<file path="config.mk">
export PLATFORM = sky130hd
export DESIGN_NAME = hhlc_back
export DESIGN_NICKNAME = d
export VERILOG_FILES = /design/src/hw/rtl/hhlc_pkg.sv /design/src/hw/rtl/hhlc_back.sv
export SDC_FILE = /design/constraint.sdc
export NUM_CORES = 1
export LEC_CHECK = 0
export ABC_AREA = 1
export BUFFER_PORTS_ARGS = -buffer_cell sky130_fd_sc_hd__buf_2
export CAP_MARGIN = 20
export CORE_MARGIN = 2
export CORE_UTILIZATION = 61
export CTS_CLUSTER_SIZE = 30
export DETAILED_ROUTE_END_ITERATION = 8
export PLACE_DENSITY = 0.84
export SLEW_MARGIN = 30
export SYNTH_ARGS = -nofsm -noshare
export SYNTH_HDL_FRONTEND = slang
export SYNTH_SLANG_ARGS = --single-unit
</file>
<file path="constraint.sdc">
create_clock -name i_clk -period 3.4 [get_ports i_clk]
set_clock_uncertainty 0.05 [all_clocks]
set_input_delay 1.02 -clock i_clk [delete_from_list [all_inputs] [get_ports i_clk]]
set_output_delay 1.02 -clock i_clk [all_outputs]
set_load 0.02 [all_outputs]
</file>
<file path="src/hw/rtl/hhlc_pkg.sv">
// package for the http header line checker
// holds the classified byte token, error codes and queue depth; no dependencies
`default_nettype none

package hhlc_pkg;

    localparam int HHLC_QUEUE_DEPTH = 4;

    typedef enum logic [1:0] {
        ERR_NONE     = 2'd0,
        ERR_REQ_LINE = 2'd1,
        ERR_HDR_LINE = 2'd2,
        ERR_NO_LINES = 2'd3
    } t_err;

    // one input byte reduced to the facts the back end needs
    typedef struct packed {
        logic last;
        logic nul;
        logic eol;
        logic letter;
        logic ws;
        logic colon;
        logic ch_e;
        logic ch_m;
        logic ch_a;
        logic ch_i;
        logic ch_l;
        logic ch_eq;
        logic ch_h;
        logic ch_t;
        logic ch_p;
        logic ch_slash;
        logic ch_one;
    } t_tok;

endpackage

`default_nettype wire

</file>
<file path="src/hw/rtl/hhlc_back.sv">
// back end: line state machine over tokens and the verdict output register
// depends on hhlc_pkg
`default_nettype none

module hhlc_back
    import hhlc_pkg::*;
(
    input  wire logic i_clk,
    input  wire logic i_rst_n,
    input  wire logic i_q_valid,
    input  wire t_tok i_tok,
    output logic      o_pop,
    input  wire logic i_out_ready,
    output logic      o_out_valid,
    output logic      o_req_valid,
    output t_err      o_err
);

    typedef enum logic [1:0] {
        PH_NONE  = 2'd0,
        PH_FIRST = 2'd1,
        PH_LATER = 2'd2
    } t_phase;

    typedef enum logic [2:0] {
        RL_FIRST   = 3'd0,
        RL_LETTERS = 3'd1,
        RL_GAP     = 3'd2,
        RL_SCAN    = 3'd3,
        RL_MATCHED = 3'd4,
        RL_FAILED  = 3'd5
    } t_rl;

    t_phase     r_phase,     n_phase;
    t_rl        r_rl,        n_rl;
    logic [8:0] r_mask,      n_mask;
    logic [2:0] r_em,        n_em;
    logic       r_colon,     n_colon;
    logic       r_hok,       n_hok;
    logic       r_open,      n_open;
    t_err       r_err_held,  n_err_held;
    logic       r_ended,     n_ended;
    logic       r_out_valid, n_out_valid;
    logic       r_req_valid, n_req_valid;
    t_err       r_err,       n_err;

    // error after judging the open line
    function automatic t_err close_err(input logic open, input t_err err,
                                       input t_phase ph, input t_rl rl,
                                       input logic hok);
        t_err res;
        res = err;
        if (open && err == ERR_NONE) begin
            if (ph == PH_FIRST && rl != RL_MATCHED) begin
                res = ERR_REQ_LINE;
            end else if (ph == PH_LATER && !hok) begin
                res = ERR_HDR_LINE;
            end
        end
        return res;
    endfunction

    function automatic logic email_hit(input logic [2:0] idx, input t_tok tk);
        logic hit;
        case (idx)
            3'd0:    hit = tk.ch_e;
            3'd1:    hit = tk.ch_m;
            3'd2:    hit = tk.ch_a;
            3'd3:    hit = tk.ch_i;
            3'd4:    hit = tk.ch_l;
            3'd5:    hit = tk.ch_eq;
            default: hit = 1'b0;
        endcase
        return hit;
    endfunction

    assign o_pop       = i_q_valid && (!r_out_valid || i_out_ready);
    assign o_out_valid = r_out_valid;
    assign o_req_valid = r_req_valid;
    assign o_err       = r_err;

    always_comb begin
        t_err code;
        n_phase     = r_phase;
        n_rl        = r_rl;
        n_mask      = r_mask;
        n_em        = r_em;
        n_colon     = r_colon;
        n_hok       = r_hok;
        n_open      = r_open;
        n_err_held  = r_err_held;
        n_ended     = r_ended;
        n_out_valid = r_out_valid && !i_out_ready;
        n_req_valid = r_req_valid;
        n_err       = r_err;
        code        = ERR_NONE;

        if (o_pop) begin
            if (!r_ended && r_err_held == ERR_NONE) begin
                if (i_tok.nul || i_tok.eol) begin
                    n_err_held = close_err(n_open, n_err_held, n_phase, n_rl, n_hok);
                    n_open     = 1'b0;
                    if (i_tok.nul) begin
                        n_ended = 1'b1;
                    end
                end else begin
                    if (!n_open) begin
                        n_open = 1'b1;
                        if (n_phase == PH_NONE) begin
                            n_phase = PH_FIRST;
                            n_rl    = RL_FIRST;
                            n_mask  = '0;
                        end else begin
                            n_phase = PH_LATER;
                        end
                        n_em    = '0;
                        n_colon = 1'b0;
                        n_hok   = 1'b0;
                    end
                    if (n_phase == PH_FIRST) begin
                        case (n_rl)
                            RL_FIRST: begin
                                n_rl = i_tok.letter ? RL_LETTERS : RL_FAILED;
                            end
                            RL_LETTERS: begin
                                if (i_tok.ws) begin
                                    n_rl = RL_GAP;
                                end else if (!i_tok.letter) begin
                                    n_rl = RL_FAILED;
                                end
                            end
                            RL_GAP: begin
                                if (i_tok.ch_slash) begin
                                    n_rl   = RL_SCAN;
                                    n_mask = '0;
                                end else if (!i_tok.ws) begin
                                    n_rl = RL_FAILED;
                                end
                            end
                            RL_SCAN: begin
                                // shift-and match of ws "HTTP/1" any "1"
                                n_mask[0] = i_tok.ws;
                                n_mask[1] = r_mask[0] & i_tok.ch_h;
                                n_mask[2] = r_mask[1] & i_tok.ch_t;
                                n_mask[3] = r_mask[2] & i_tok.ch_t;
                                n_mask[4] = r_mask[3] & i_tok.ch_p;
                                n_mask[5] = r_mask[4] & i_tok.ch_slash;
                                n_mask[6] = r_mask[5] & i_tok.ch_one;
                                n_mask[7] = r_mask[6];
                                n_mask[8] = r_mask[7] & i_tok.ch_one;
                                if (n_mask[8]) begin
                                    n_rl = RL_MATCHED;
                                end
                            end
                            default: begin
                            end
                        endcase
                    end else if (!n_hok) begin
                        if (n_colon && i_tok.ws) begin
                            n_hok = 1'b1;
                        end
                        n_colon = i_tok.colon;
                        if (email_hit(n_em, i_tok)) begin
                            n_em = n_em + 3'd1;
                        end else begin
                            n_em = i_tok.ch_e ? 3'd1 : 3'd0;
                        end
                        if (n_em == 3'd6) begin
                            n_hok = 1'b1;
                            n_em  = '0;
                        end
                    end
                end
            end

            if (i_tok.last) begin
                code = close_err(n_open, n_err_held, n_phase, n_rl, n_hok);
                if (code == ERR_NONE && n_phase == PH_NONE) begin
                    code = ERR_NO_LINES;
                end
                n_out_valid = 1'b1;
                n_req_valid = (code == ERR_NONE);
                n_err       = code;
                n_phase     = PH_NONE;
                n_rl        = RL_FIRST;
                n_mask      = '0;
                n_em        = '0;
                n_colon     = 1'b0;
                n_hok       = 1'b0;
                n_open      = 1'b0;
                n_err_held  = ERR_NONE;
                n_ended     = 1'b0;
            end
        end
    end

    always_ff @(posedge i_clk) begin
        if (!i_rst_n) begin
            r_phase     <= PH_NONE;
            r_rl        <= RL_FIRST;
            r_mask      <= '0;
            r_em        <= '0;
            r_colon     <= 1'b0;
            r_hok       <= 1'b0;
            r_open      <= 1'b0;
            r_err_held  <= ERR_NONE;
            r_ended     <= 1'b0;
            r_out_valid <= 1'b0;
            r_req_valid <= 1'b0;
            r_err       <= ERR_NONE;
        end else begin
            r_phase     <= n_phase;
            r_rl        <= n_rl;
            r_mask      <= n_mask;
            r_em        <= n_em;
            r_colon     <= n_colon;
            r_hok       <= n_hok;
            r_open      <= n_open;
            r_err_held  <= n_err_held;
            r_ended     <= n_ended;
            r_out_valid <= n_out_valid;
            r_req_valid <= n_req_valid;
            r_err       <= n_err;
        end
    end

endmodule

`default_nettype wire

</file>
; ---- Yosys cells after proc, flatten, opt, wreduce, memory -nomap -nowiden
; Index checks and enable logic that the tools add are counted.
[word_totals]
reg_bits = 27
input_bits = 21
output_inout_bits = 5
[op_classes]
addsub = 1
eq_ne = 17
n_mux = 103
n_bitwise = 7
n_reduce_logical = 32
[ops]
columns = operator, n
row1 = 3-bit two-way mux, 32
row2 = 9-bit two-way mux, 7
row3 = 2-bit two-way mux, 24
row4 = 1-bit two-way mux, 37
row5 = 9-bit one-hot mux with 2 select lines, 1
row6 = "3-bit by 2-bit == test with 1-bit output, second input constant", 4
row7 = 2-bit logical NOT, 6
row8 = 3-bit one-hot mux with 4 select lines, 1
row9 = 1-bit logical AND, 11
row10 = "3-bit == test, second input constant", 3
row11 = 1-bit bitwise AND, 7
row12 = "2-bit by 1-bit == test with 1-bit output, second input constant", 3
row13 = "3-bit by 1-bit == test with 1-bit output, second input constant", 2
row14 = 3-bit logical NOT, 2
row15 = "3-bit inequality test, second input constant", 2
row16 = 1-bit one-hot mux with 6 select lines, 1
row17 = 2-bit nonzero test, 3
row18 = 1-bit logical NOT, 5
row19 = "2-bit == test, second input constant", 2
row20 = 4-bit AND reduction, 1
row21 = "3-bit by 1-bit adder with 3-bit output, second input constant", 1
row22 = 3-bit AND reduction, 1
row23 = 1-bit logical OR, 2
row24 = "2-bit inequality test, second input constant", 1
row25 = 2-bit AND reduction, 1

; ---- Longest topological paths before layout
[logic_depth]
ltp_word = 37
ltp_mapped = 15
mapped_depth_nobuf = 14

; ---- Worst setup path before layout
; Ideal clock, no wire load.
[synth_timing]
path_kind = input -> output
start = input port i_out_ready
end = output port o_pop
arrival_time_ps = 1350
t_required_ps = 2330
slack_ps = 980
stages = 4
cell_sequence = inv_1 > nand2_1 > nand2_1 > inv_1
[synth_via]
elab_chain_len = 2
[synth_lines]
columns = item, line
row1 = "start, declared", hhlc_back.sv:13  ; input wire logic i_out_ready,
row2 = 1-bit logical OR, hhlc_back.sv:77  ; assign o_pop = i_q_valid && (!r_out_valid || i_out_ready);
row3 = 1-bit logical AND, hhlc_back.sv:77
row4 = "end, declared", hhlc_back.sv:12  ; output logic o_pop,
; No other way between the ends.

; ---- Final worst setup path
; Same ends and word-level chain as after synthesis.

==> reports/results.txt <==
Wire per inst: 11.1 um
Status: completed
Max VDD drop: 0.300 mV
RSZ-0062 raised after global routing: no
PortBufs: 25
Initial detailed-routing violation count: 137
Synth Instances: 296
Crit path DAT: 1.57 ns
GPL Wtd Cong: 0.874
Internal Power: 409 uW
Full die area: 3350 um^2
N_diodes: 0
Initial antenna violation count: 0
Fin crit period: 2.64 ns
Number of CTS-inserted buffers: 3
Die H: 57.9 um
Routed WL: 3900 um
Final setup fails: 0
Ys async rst share: 0%
Synth Flop Type: dfxtp_1
Gr usage total: 24.6%
Detail Route Antenna Nets: 0
CP max FO: 4
CP startpoint kind: primary input
Leakage: 0.000862 uW
FMAX: 0.378 GHz
Worst rel slew slack: 64.6%
Final hold vios: 0
Top post-synthesis cells by count: nand2_1 (96), inv_1 (37), a21oi_1 (26), dfxtp_1 (26), nand3_1 (23)
Yosys cell types: 30
Area Growth Syn to Fin: 9.40%
Std-Cell Rows: 19
Worst path slowest cell: buf_2
Mapped cell area: 1770 um^2
Leading area contributor after synthesis: dfxtp_1
Placed Instances: 347
Synth top area cells: dfxtp_1 (29%), nand2_1 (20%), inv_1 (7.8%)
Critical path capture point type: primary output
Synth top area share: 29.4%
Die Wd: 57.9 um
Worst-margin pin slew: 0.528 ns
Htree depth: 1
Synth Register Bits: 26
Drt via density: 5.36
Via count: 1883
Placed cell areas: 1900 um^2
CP max stage delay: 0.19 ns
Fin area: 1940 um^2
Most frequent cell after synthesis: nand2_1
Comb power frac: 16.9%
Synth Net Count: 317
Remaining global-route overflow: 0
Layout cell share with drive strength beyond 1: 15.6%
Worst skew pair latency: 0.33 ns
Final Non-Filler Cells: 351
CTS Hold Bufs: 0
DP HPWL: 3020 um
Clock transition at path regs: 0.15 ns
Mean Syn Cell Area: 5.98 um^2
CTS tree: built
First-pass GRT wire length: 6640 um
Net Sw Power: 159 uW
Vias in the first global route: 1647
CTS sink count: 26
Detailed Routing Iterations Pass 1: 4
Clk root buf: clkbuf_4
Worst hold path type: flop to flop
Largest net degree at the start of global routing: 19
Seq/Total Area, Yosys: 29.4%
Post-CTS setup buffer count: 0
Fin util: 70.2%
Max cap viols: 0
Sequential Power Share: 55.5%
Crit path cell chain: buf_2 > inv_1 > nand2_1 > nand2_1 > inv_1 > buf_2
Pwr/cell area: 293 nW/um^2
Fin Setup TNS: 0 ns
Nets: 342
Critical path type: primary input to primary output
Post-CTS sizing: 0
Max Slew Vio Count: 0
IO Pins: 26
Final Cycle Share: 77.7%
Critical Path RT: 2.33 ns
Core Area: 2760 um^2
Clock share of power: 27.6%
Post-route DRC violation count: 0
Switching share of power: 28.1%
Synth warnings: 0
EDFF count, synth: 0
Initial Util: 64.2%
Worst-case clock buffer depth: 2
[worst max-delay path, delay by kind of cell]
kind          cells  cell delay (ns)
simple gates      2             0.14
buf+inv           4             0.42
[sequential cells by signal (all words and copies together) (netlist names)]
| signal | flops |
|---|---|
| r_phase | 2 |
| r_em | 3 |
| r_colon | 1 |
| r_ended | 1 |
| o_err | 2 |
| r_open | 1 |
| r_hok | 1 |
| r_mask | 8 |
| r_err_held | 2 |
| o_req_valid | 1 |
| o_out_valid | 1 |
| r_rl | 3 |
[power groups by stage]
| stage | combinational [uW] | sequential [uW] | clock, uW |
|---|---|---|---|
| after floorplan | 64.7 | 324 | 0 |
| after detailed placement | 95.7 | 322 | 0 |
| after global placement | 94.8 | 322 | 0 |
| after global routing | 109 | 316 | 169 |
| after CTS | 96.1 | 315 | 159 |
| final | 96.2 | 315 | 157 |
[placed cells by master, fill, tap and decap left out, types with 3 or more instances in the layout]
master / n
o21ai_1: 4
nand3_1: 23
nor2_1: 21
a21oi_1: 26
buf_2: 25
inv_2: 6
a211oi_1: 3
nor3_1: 3
o21ai_0: 13
o22ai_1: 5
clkbuf_4: 3
inv_1: 37
nand2_1: 96
nand4_1: 7
dfxtp_1: 26
[routing by layer]
layer / share of wire [%] / wire length, um / track usage, %
met5: 0 / 0 / 0
met1: 50 / 1940 / 35.2
met2: 44 / 1700 / 38.8
met3: 5.4 / 212 / 3.13
met4: 1.1 / 42 / 7.31
[logic make-up after synthesis]
family | share of synthesized area [%]
AOI/OAI and AO/OA | 18.6
buffers and inverters | 12.1
DFF | 29.4
and+or+nand+nor | 39.9
[layout make-up]
cell class | instances | area (um^2)
multi-input cells | 219 | 1040
fillers | 259 | 821
flip-flops and latches | 26 | 520
inverters | 44 | 165
repair buffers | 27 | 140
well taps | 31 | 38.8
clock buffers | 4 | 36.3
[through the flow]
step | total power [uW] | setup slack (ns) | hold WS, ns
finish | 568 | 0.757 | 0.416
global route | 594 | 0.678 | 0.451
CTS | 571 | 0.758 | 0.422
detailed placement | 418 | 0.736 | 0.402
global placement | 417 | 0.765 | 0.397
floorplan | 389 | 0.980 | 0.390
[path summary, 6_finish.rpt]
kind | start | to | slack [ns] | cells past startpoint
worst max-delay path | i_out_ready | o_pop | 0.76 | 6
worst min register to register | r_ended | r_ended | 0.42 | 2
worst max register to register | r_open | o_err[0] | 1.30 | 11
worst min-delay path | r_ended | r_ended | 0.42 | 2
Note: power is estimated with default switching activity, not from simulation.
